**src/esm_pkg.sv**
```systemverilog
package esm_pkg;

    localparam int CAPTURE_FIELD_W = 16;
    localparam int CFG_PPR_W       = 16;
    localparam int CFG_RELOAD_W    = 16;
    localparam int CFG_TICK_W      = 27;
    localparam int SPEED_W         = 32;

    // 60 s/min * 256 fraction steps
    localparam int SCALE_W         = 14;
    localparam logic [SCALE_W-1:0] SPEED_SCALE = 14'd15360;
    localparam int NUM_W           = CFG_TICK_W + SCALE_W;
    localparam int DIV_CNT_W       = $clog2(NUM_W + 1);

    localparam int APB_ADDR_W      = 4;
    localparam int APB_DATA_W      = 32;

    typedef enum logic [1:0] {
        CMD_CAP_A = 2'd0,
        CMD_CAP_B = 2'd1,
        CMD_OVF   = 2'd2,
        CMD_QUERY = 2'd3
    } esm_cmd_t;

    typedef enum logic [1:0] {
        CH_NONE = 2'd0,
        CH_A    = 2'd1,
        CH_B    = 2'd2
    } esm_chan_t;

    typedef enum logic [1:0] {
        REG_PPR    = 2'd0,
        REG_RELOAD = 2'd1,
        REG_TICK   = 2'd2
    } esm_reg_t;

    typedef enum logic [3:0] {
        ST_IDLE,
        ST_PREP,
        ST_SPAN,
        ST_CHECK,
        ST_DIV1,
        ST_DIV2_START,
        ST_DIV2,
        ST_DONE
    } esm_state_t;

    typedef struct packed {
        esm_cmd_t                   command;
        logic [CAPTURE_FIELD_W-1:0] capture_value;
    } esm_in_t;

    typedef struct packed {
        logic [SPEED_W-1:0] speed;
        logic               speed_valid;
    } esm_out_t;

    typedef struct packed {
        logic item_accept;
        logic prep_en;
        logic span_en;
        logic div_start;
        logic div_sel;
        logic result_load;
    } esm_ctl_t;

    typedef struct packed {
        logic span_ok;
        logic div_busy;
        logic out_free;
    } esm_sts_t;

endpackage

```
**src/esm_divider.sv**
```systemverilog
module esm_divider
    import esm_pkg::*;
#(
    parameter int DVS_W = 33
) (
    input  logic             aclk,
    input  logic             aresetn,
    input  logic             start,
    input  logic [NUM_W-1:0] dividend,
    input  logic [DVS_W-1:0] divisor,
    output logic             busy,
    output logic [NUM_W-1:0] quotient
);

    logic                 busy_reg;
    logic [DIV_CNT_W-1:0] cnt_reg;
    logic [NUM_W-1:0]     quot_reg;
    logic [DVS_W-1:0]     rem_reg;
    logic [DVS_W-1:0]     dvs_reg;
    logic [DVS_W-1:0]     rem_next;
    logic [DVS_W:0]       trial;
    logic [DVS_W:0]       trial_diff;
    logic                 qbit;

    always_comb begin
        trial      = {rem_reg, quot_reg[NUM_W-1]};
        trial_diff = trial - {1'b0, dvs_reg};
        qbit       = (trial >= {1'b0, dvs_reg});
        rem_next   = qbit ? trial_diff[DVS_W-1:0] : trial[DVS_W-1:0];
    end

    always_ff @(posedge aclk) begin
        if (!aresetn) begin
            busy_reg <= 1'b0;
            cnt_reg  <= '0;
        end else if (start) begin
            busy_reg <= 1'b1;
            cnt_reg  <= DIV_CNT_W'(NUM_W);
        end else if (busy_reg) begin
            cnt_reg <= cnt_reg - 1'b1;
            if (cnt_reg == DIV_CNT_W'(1)) begin
                busy_reg <= 1'b0;
            end
        end
    end

    always_ff @(posedge aclk) begin
        if (start) begin
            quot_reg <= dividend;
            rem_reg  <= '0;
            dvs_reg  <= divisor;
        end else if (busy_reg) begin
            quot_reg <= {quot_reg[NUM_W-2:0], qbit};
            rem_reg  <= rem_next;
        end
    end

    assign busy     = busy_reg;
    assign quotient = quot_reg;

endmodule

```
**src/esm_datapath.sv**
```systemverilog
module esm_datapath
    import esm_pkg::*;
#(
    parameter int COUNTER_WIDTH  = 16,
    parameter int OVERFLOW_WIDTH = 16
) (
    input  logic                    aclk,
    input  logic                    aresetn,
    input  esm_in_t                 s_data,
    input  logic                    m_ready,
    output logic                    m_valid,
    output esm_out_t                m_data,
    input  logic [CFG_PPR_W-1:0]    pulses_per_rev,
    input  logic [CFG_RELOAD_W-1:0] reload_period,
    input  logic [CFG_TICK_W-1:0]   tick_rate_hz,
    input  esm_ctl_t                ctl,
    output esm_sts_t                sts
);

    localparam int CAP_W  = (COUNTER_WIDTH < CAPTURE_FIELD_W) ? COUNTER_WIDTH : CAPTURE_FIELD_W;
    localparam int PROD_W = OVERFLOW_WIDTH + CFG_RELOAD_W;
    localparam int SPAN_W = PROD_W + 2;
    localparam int DVS_W  = PROD_W + 1;

    logic [CAP_W-1:0]          capture_a_reg;
    logic [CAP_W-1:0]          capture_b_reg;
    esm_chan_t                 latest_reg;
    logic [OVERFLOW_WIDTH-1:0] ovf_reg;

    logic [NUM_W-1:0]          num_reg;
    logic [PROD_W-1:0]         prod_reg;
    logic signed [CAP_W:0]     diff_reg;
    logic signed [CAP_W:0]     diff_next;
    logic signed [SPAN_W-1:0]  span_reg;
    logic signed [SPAN_W-1:0]  span_next;
    logic                      span_ok_reg;
    logic                      span_ok_next;

    logic [CAP_W-1:0]          newest;
    logic [CAP_W-1:0]          other;

    logic                      div_busy;
    logic [NUM_W-1:0]          div_quot;
    logic [NUM_W-1:0]          div_dividend;
    logic [DVS_W-1:0]          div_divisor;

    logic                      m_valid_reg;
    esm_out_t                  m_data_reg;
    logic [SPEED_W-1:0]        speed_sat;

    // channel state, updated on capture and overflow transactions
    always_ff @(posedge aclk) begin
        if (!aresetn) begin
            capture_a_reg <= '0;
            capture_b_reg <= '0;
            latest_reg    <= CH_NONE;
            ovf_reg       <= '0;
        end else if (ctl.item_accept) begin
            unique case (s_data.command)
                CMD_CAP_A: begin
                    capture_a_reg <= s_data.capture_value[CAP_W-1:0];
                    latest_reg    <= CH_A;
                    ovf_reg       <= '0;
                end
                CMD_CAP_B: begin
                    capture_b_reg <= s_data.capture_value[CAP_W-1:0];
                    latest_reg    <= CH_B;
                    ovf_reg       <= '0;
                end
                CMD_OVF: begin
                    if (ovf_reg != {OVERFLOW_WIDTH{1'b1}}) begin
                        ovf_reg <= ovf_reg + 1'b1;
                    end
                end
                default: begin
                end
            endcase
        end
    end

    always_comb begin
        newest    = (latest_reg == CH_B) ? capture_b_reg : capture_a_reg;
        other     = (latest_reg == CH_B) ? capture_a_reg : capture_b_reg;
        diff_next = $signed({1'b0, newest}) - $signed({1'b0, other});
        if (diff_next[CAP_W] && (ovf_reg == '0)) begin
            diff_next = -diff_next;
        end
        span_next    = SPAN_W'(diff_reg) + $signed({2'b00, prod_reg});
        span_ok_next = (latest_reg != CH_NONE) && !span_next[SPAN_W-1]
                       && (span_next != '0) && (pulses_per_rev != '0);
    end

    always_ff @(posedge aclk) begin
        if (ctl.prep_en) begin
            num_reg  <= NUM_W'(tick_rate_hz) * NUM_W'(SPEED_SCALE);
            prod_reg <= PROD_W'(ovf_reg) * PROD_W'(reload_period);
            diff_reg <= diff_next;
        end
        if (ctl.span_en) begin
            span_reg    <= span_next;
            span_ok_reg <= span_ok_next;
        end
    end

    // first pass divides by pulses per rev, second by the span
    assign div_dividend = ctl.div_sel ? div_quot : num_reg;
    assign div_divisor  = ctl.div_sel ? span_reg[DVS_W-1:0] : DVS_W'(pulses_per_rev);

    esm_divider #(
        .DVS_W(DVS_W)
    ) u_divider (
        .aclk     (aclk),
        .aresetn  (aresetn),
        .start    (ctl.div_start),
        .dividend (div_dividend),
        .divisor  (div_divisor),
        .busy     (div_busy),
        .quotient (div_quot)
    );

    assign speed_sat = (div_quot[NUM_W-1:SPEED_W] != '0) ? {SPEED_W{1'b1}}
                                                         : div_quot[SPEED_W-1:0];

    always_ff @(posedge aclk) begin
        if (!aresetn) begin
            m_valid_reg <= 1'b0;
        end else if (ctl.result_load) begin
            m_valid_reg <= 1'b1;
        end else if (m_ready) begin
            m_valid_reg <= 1'b0;
        end
    end

    always_ff @(posedge aclk) begin
        if (ctl.result_load) begin
            m_data_reg.speed       <= span_ok_reg ? speed_sat : '0;
            m_data_reg.speed_valid <= span_ok_reg;
        end
    end

    assign m_valid      = m_valid_reg;
    assign m_data       = m_data_reg;
    assign sts.span_ok  = span_ok_reg;
    assign sts.div_busy = div_busy;
    assign sts.out_free = !m_valid_reg || m_ready;

endmodule

```
**src/esm_ctrl.sv**
```systemverilog
module esm_ctrl
    import esm_pkg::*;
(
    input  logic     aclk,
    input  logic     aresetn,
    input  logic     s_valid,
    input  esm_cmd_t command,
    output logic     s_ready,
    input  esm_sts_t sts,
    output esm_ctl_t ctl
);

    esm_state_t state_reg;
    esm_state_t state_next;

    always_ff @(posedge aclk) begin
        if (!aresetn) begin
            state_reg <= ST_IDLE;
        end else begin
            state_reg <= state_next;
        end
    end

    always_comb begin
        state_next = state_reg;
        unique case (state_reg)
            ST_IDLE: begin
                if (s_valid && (command == CMD_QUERY)) begin
                    state_next = ST_PREP;
                end
            end
            ST_PREP:  state_next = ST_SPAN;
            ST_SPAN:  state_next = ST_CHECK;
            ST_CHECK: state_next = sts.span_ok ? ST_DIV1 : ST_DONE;
            ST_DIV1: begin
                if (!sts.div_busy) begin
                    state_next = ST_DIV2_START;
                end
            end
            ST_DIV2_START: state_next = ST_DIV2;
            ST_DIV2: begin
                if (!sts.div_busy) begin
                    state_next = ST_DONE;
                end
            end
            ST_DONE: begin
                if (sts.out_free) begin
                    state_next = ST_IDLE;
                end
            end
            default: state_next = ST_IDLE;
        endcase
    end

    always_comb begin
        s_ready         = (state_reg == ST_IDLE);
        ctl.item_accept = s_ready && s_valid;
        ctl.prep_en     = (state_reg == ST_PREP);
        ctl.span_en     = (state_reg == ST_SPAN);
        ctl.div_start   = ((state_reg == ST_CHECK) && sts.span_ok)
                          || (state_reg == ST_DIV2_START);
        ctl.div_sel     = (state_reg == ST_DIV2_START);
        ctl.result_load = (state_reg == ST_DONE) && sts.out_free;
    end

endmodule

```
**src/encoder_capture_speed_meter.sv**
```systemverilog
// capture and overflow transactions: no result, back to back
// speed query: m_valid is set after two 41-step restoring divisions in the shared
// divider; both divisions are skipped when the span is invalid
// one transaction at a time: input ready again the cycle after the result is loaded,
// which waits only while an earlier result is still held in the output register
// reset (aresetn low, synchronous): state cleared, registers back to 1024/65535/1 MHz
module encoder_capture_speed_meter
    import esm_pkg::*;
#(
    parameter int COUNTER_WIDTH  = 16,
    parameter int OVERFLOW_WIDTH = 16
) (
    input  logic                  aclk,
    input  logic                  aresetn,
    input  logic                  s_valid,
    output logic                  s_ready,
    input  esm_in_t               s_data,
    output logic                  m_valid,
    input  logic                  m_ready,
    output esm_out_t              m_data,
    input  logic                  psel,
    input  logic                  penable,
    input  logic                  pwrite,
    input  logic [APB_ADDR_W-1:0] paddr,
    input  logic [APB_DATA_W-1:0] pwdata,
    output logic [APB_DATA_W-1:0] prdata,
    output logic                  pready
);

    logic [CFG_PPR_W-1:0]    ppr_reg;
    logic [CFG_RELOAD_W-1:0] reload_reg;
    logic [CFG_TICK_W-1:0]   tick_reg;
    logic                    cfg_write;
    esm_reg_t                cfg_sel;
    esm_ctl_t                ctl;
    esm_sts_t                sts;

    assign pready    = 1'b1;
    assign cfg_write = psel && penable && pwrite && pready;
    assign cfg_sel   = esm_reg_t'(paddr[3:2]);

    always_ff @(posedge aclk) begin
        if (!aresetn) begin
            ppr_reg    <= CFG_PPR_W'(1024);
            reload_reg <= CFG_RELOAD_W'(65535);
            tick_reg   <= CFG_TICK_W'(1000000);
        end else if (cfg_write) begin
            case (cfg_sel)
                REG_PPR:    ppr_reg    <= pwdata[CFG_PPR_W-1:0];
                REG_RELOAD: reload_reg <= pwdata[CFG_RELOAD_W-1:0];
                REG_TICK:   tick_reg   <= pwdata[CFG_TICK_W-1:0];
                default: begin
                end
            endcase
        end
    end

    always_comb begin
        unique case (cfg_sel)
            REG_PPR:    prdata = APB_DATA_W'(ppr_reg);
            REG_RELOAD: prdata = APB_DATA_W'(reload_reg);
            REG_TICK:   prdata = APB_DATA_W'(tick_reg);
            default:    prdata = '0;
        endcase
    end

    esm_ctrl u_ctrl (
        .aclk    (aclk),
        .aresetn (aresetn),
        .s_valid (s_valid),
        .command (s_data.command),
        .s_ready (s_ready),
        .sts     (sts),
        .ctl     (ctl)
    );

    esm_datapath #(
        .COUNTER_WIDTH  (COUNTER_WIDTH),
        .OVERFLOW_WIDTH (OVERFLOW_WIDTH)
    ) u_datapath (
        .aclk           (aclk),
        .aresetn        (aresetn),
        .s_data         (s_data),
        .m_ready        (m_ready),
        .m_valid        (m_valid),
        .m_data         (m_data),
        .pulses_per_rev (ppr_reg),
        .reload_period  (reload_reg),
        .tick_rate_hz   (tick_reg),
        .ctl            (ctl),
        .sts            (sts)
    );

    a_load_only_when_free: assert property (@(posedge aclk) disable iff (!aresetn)
        ctl.result_load |-> (!m_valid || m_ready))
        else $error("result overwritten while waiting");

    a_invalid_is_zero: assert property (@(posedge aclk) disable iff (!aresetn)
        (m_valid && !m_data.speed_valid) |-> (m_data.speed == '0))
        else $error("invalid speed not zero");

    a_busy_blocks_input: assert property (@(posedge aclk) disable iff (!aresetn)
        sts.div_busy |-> !s_ready)
        else $error("input ready during division");

    a_query_holds_input: assert property (@(posedge aclk) disable iff (!aresetn)
        (s_valid && s_ready && (s_data.command == CMD_QUERY)) |=> !s_ready)
        else $error("input ready right after query");

endmodule
```
**config.mk**
```make
export PLATFORM = sky130hd
export DESIGN_NAME = encoder_capture_speed_meter
export DESIGN_NICKNAME = d
export VERILOG_FILES = /design/src/esm_pkg.sv /design/src/esm_divider.sv /design/src/esm_datapath.sv /design/src/esm_ctrl.sv /design/src/encoder_capture_speed_meter.sv
export SDC_FILE = /design/constraint.sdc
export NUM_CORES = 2
export LEC_CHECK = 0
export BUFFER_PORTS_ARGS = -buffer_cell sky130_fd_sc_hd__buf_2
export CORE_MARGIN = 1
export CORE_UTILIZATION = 40
export DETAILED_ROUTE_END_ITERATION = 16
export HOLD_SLACK_MARGIN = 0.1
export PLACE_DENSITY_LB_ADDON = 0.3
export SLEW_MARGIN = 25
export SYNTH_ARGS = -nofsm -noshare
export SYNTH_HDL_FRONTEND = slang
export SYNTH_SLANG_ARGS = --single-unit
```
**constraint.sdc**
```tcl
create_clock -name aclk -period 10 [get_ports aclk]
set_clock_uncertainty 0.2 [all_clocks]
set_input_delay 2 -clock aclk [delete_from_list [all_inputs] [get_ports aclk]]
set_output_delay 2 -clock aclk [all_outputs]
set_load 0.01 [all_outputs]
```
==> flow_summary.ini <==
[synth]
yosysSeqAreaShare_pct = 32.0
synthDistinctLibCells = 87
synth_seq_cells = 374
avgSynthCellArea_um2 = 9.35
synth_ff_type = edfxtp_1
synthTopCellsByArea = edfxtp_1, fa_1, dfxtp_1
yosysTopAreaCell = edfxtp_1
synth_edf_count = 221
synth_cells = 3245
ys_warn_count = 0
synthesis.area_um2 = 30300
yosys.area.top_type_share_pct = 21.9
ys_async_sr_fraction_pct = 0

[routing]
ant_nets = 0
wl_met2_um = 32900
drt_iter0_drc = 1248
wirelength_um = 69000
route.met3.wl_um = 2700
vias = 22200
drc_errors = 0
routed.top_layer = met5
wire_per_inst_um = 16.1
vias_per_cell = 5.19
met1_length_um = 31900
drt-pass1-iter-count = 5

[placed_design]
gp_congestion = 0.866
port_buffers = 115
dp_slack_ns = 2.80
place_hpwl_um = 52400

[cells_and_area]
drive_above_1_share_pct = 7.66
final_nets = 3798
largest_reg_flops = 41
area_growth_pct = 9.20
fillers = 7156
diodes = 0

[min_path]
worstHoldPathType = flop to flop

[clock_tree]
ctsHtreeMaxLevel = 2
cts_setup_buffers = 0
cts_sinks = 374
ctsHoldBuffers = 0
cts_tree = done
cts-root-buf = clkbuf_16
clkSlewWorstSetupHoldPaths_ns = 0.06
cts_made_buffers = 42
post_cts_resized = 0
clk_latency_ns = 0.58
clock_path_buffers = 3

[worst_setup_path]
slowest_delay_ns = 0.99
crit_type = flop to flop
crit_end = u_datapath.prod_reg[30]
path_delay_family = adder cells
start_kind = flop
crit_cells = 21
reg2reg_slack_ns = 2.75
cp_num_buf_inv = 5
cp_data_arrival_time_ns = 7.37
rr_endpoint = u_datapath.prod_reg[30]
path_max_fanout = 19
crit_chain = nand2_1 -> fa_1 -> inv_1 -> fa_1 -> inv_1 -> fa_1 -> inv_1 -> fa_1 -> fa_1 -> inv_1 -> fa_1 -> inv_1 -> ha_1 -> a21o_1 -> a21o_1 -> a221o_1 -> a21oi_1 -> o21ai_0 -> o221ai_1 -> o21ai_0 -> xor2_1
crit_start = u_datapath.ovf_reg[5]
crit_path_end_kind = flop
cpMostUsedCell = fa_1
required_ns = 10.12
critPathSlowestCell = dfxtp_1
reg2reg_depth = 21
r2r-start = u_datapath.ovf_reg[5]

[grt]
antenna_found_initial = 2
grt_pass1_wl_um = 113000
grt_usage_pct = 18.0
gr-total-overflow = 0
grt_pass1_vias = 21400
grt_max_degree = 81

[sta]
period_minus_slack_ns = 7.25
rsz0062_at_grt = no
setup_slack_ns = 2.75
drv_slew = 0
period_share_pct = 72.5
max_freq_mhz = 138
setup_viol = 0
hold_viol_final = 0
slew_headroom_pct = 30.6
fin_tns_setup_ns = 0
max_slew.worst_pin.slew_ns = 1.03

[floorplan]
die_width_um = 277
start_util_pct = 40.6
core_area_um2 = 74700
die_area_um2 = 77000
ios = 129
die-height_um = 277
rows = 100

[run]
drv_cap = 0

[outcome]
status = finished clean

[power]
p_leak_nw = 14.5
power.density_nw_per_um2 = 204
peakVddDrop_mv = 0.143
## synthesized netlist by cell type, drive strengths merged, types with 17 or more instances
library cell,instances
inv,325
fa,247
mux2,18
xnor2,107
dfxtp,153
o21ai,130
nor3,29
a21o,63
o21a,48
xor2,49
nand2,558
o21bai,20
nor2,113
mux2i,21
nand4,17
a21boi,79
a211oi,20
a31oi,38
nor2b,35
or3,20
edfxtp,221
a21oi,121
nand2b,29
clkbuf,138
and2,175
ha,210
nand3,64
## cells in the final DEF (no fill, tap or decap), types with 18 or more instances in the layout
cell | netlist | layout
a211oi_1 | 20 | 20
a21boi_0 | 79 | 79
a21o_1 | 63 | 63
a21oi_1 | 121 | 121
a31oi_1 | 37 | 37
and2_1 | 175 | 175
buf_2 | 0 | 114
buf_4 | 7 | 26
clkbuf_16 | 0 | 42
dfxtp_1 | 153 | 152
edfxtp_1 | 221 | 221
fa_1 | 247 | 247
ha_1 | 210 | 210
inv_1 | 324 | 323
mux2_2 | 18 | 18
mux2i_1 | 21 | 21
nand2_1 | 558 | 557
nand2b_1 | 29 | 29
nand3_1 | 64 | 63
nor2_1 | 113 | 111
nor2b_1 | 35 | 33
nor3_1 | 29 | 29
o21a_1 | 48 | 48
o21ai_0 | 125 | 124
o21bai_1 | 20 | 20
or3_1 | 19 | 19
xnor2_1 | 107 | 107
xor2_1 | 49 | 49
## metrics by stage
| step | power, mW | area [um2] | hold slack [ns] | utilization (%) | cells |
|---|---|---|---|---|---|
| after floorplan | 4.56 | 30400 | 0.224 | - | 3249 |
| after global placement | 5.24 | 31800 | 0.280 | 42.6 | 4205 |
| after detailed placement | 5.27 | 31800 | 0.284 | 42.6 | 4205 |
| after CTS | 6.82 | 33100 | 0.293 | 44.3 | 4283 |
| after global routing | 7.24 | 33100 | 0.311 | 44.4 | 4283 |
| final | 6.78 | 33100 | 0.283 | 44.4 | 4283 |
## area by class of cell
| class | count | area (um2) | area share [%] |
|---|---|---|---|
| Multi-Input combinational cell | 2396 | 18900 | 57.0 |
| Sequential cell | 374 | 9700 | 29.3 |
| Inverter | 325 | 1220 | 3.68 |
| Tap cell | 969 | 1210 | 3.66 |
| Clock buffer | 55 | 1100 | 3.32 |
| Timing Repair Buffer | 141 | 777 | 2.35 |
| Clock inverter | 23 | 234 | 0.706 |
## how the worst min path moves through the flow
stage          cells after the start  slack [ns]                               end                             start
4_1_cts                            2        0.29   u_datapath.u_divider.rem_reg[3]   u_datapath.u_divider.rem_reg[2]
3_5_place_dp                       2        0.28   u_datapath.u_divider.rem_reg[3]   u_datapath.u_divider.rem_reg[2]
2_1_floorplan                      0        0.22              u_datapath.m_data[0]            u_datapath.span_ok_reg
3_3_place_gp                       2        0.28  u_datapath.u_divider.rem_reg[19]  u_datapath.u_divider.rem_reg[18]
5_1_grt                            2        0.31  u_datapath.u_divider.rem_reg[19]  u_datapath.u_divider.rem_reg[18]
6_report                           2        0.28  u_datapath.u_divider.rem_reg[13]  u_datapath.u_divider.rem_reg[12]
## power by group
| part | switching, mW | total [mW] | internal (mW) |
|---|---|---|---|
| Sequential | 0.211 | 2.39 | 2.17 |
| Combinational | 1.75 | 2.88 | 1.13 |
| Clock | 0.664 | 1.51 | 0.845 |
## routing by layer
| layer | vias up | track usage (%) |
|---|---|---|
| li1 | 11000 | - |
| met1 | 10700 | 24.5 |
| met2 | 401 | 30.4 |
| met3 | 88 | 1.95 |
| met4 | 2 | 4.46 |
| met5 | - | 0 |
## logic make-up (layout without fill, tap and decap cells)
group,Yosys count,in the layout,share of synthesized area (%)
xor gates and xnor gates,156,156,4.50
other,2,6,0.0248
DFF,374,374,32.0
and+or+nand+nor,1106,1106,17.2
adders and majority gates,458,458,25.0
muxes,39,39,1.36
AOI/OAI and AO/OA,631,631,13.9
buffers and inverters,479,544,6.04
## worst register-to-register path: cells and delay by family, from the launching register on
kind	cells	cell delay [ns]
adder cells (fa/ha/maj)	7	3.43
AO/OA/AOI/OAI	7	1.76
flip-flops	1	0.99
buffers and inverters	5	0.24
AND/OR/NAND/NOR	1	0.19
XOR/XNOR	1	0.17
Note: power is estimated with default switching activity, not from simulation.
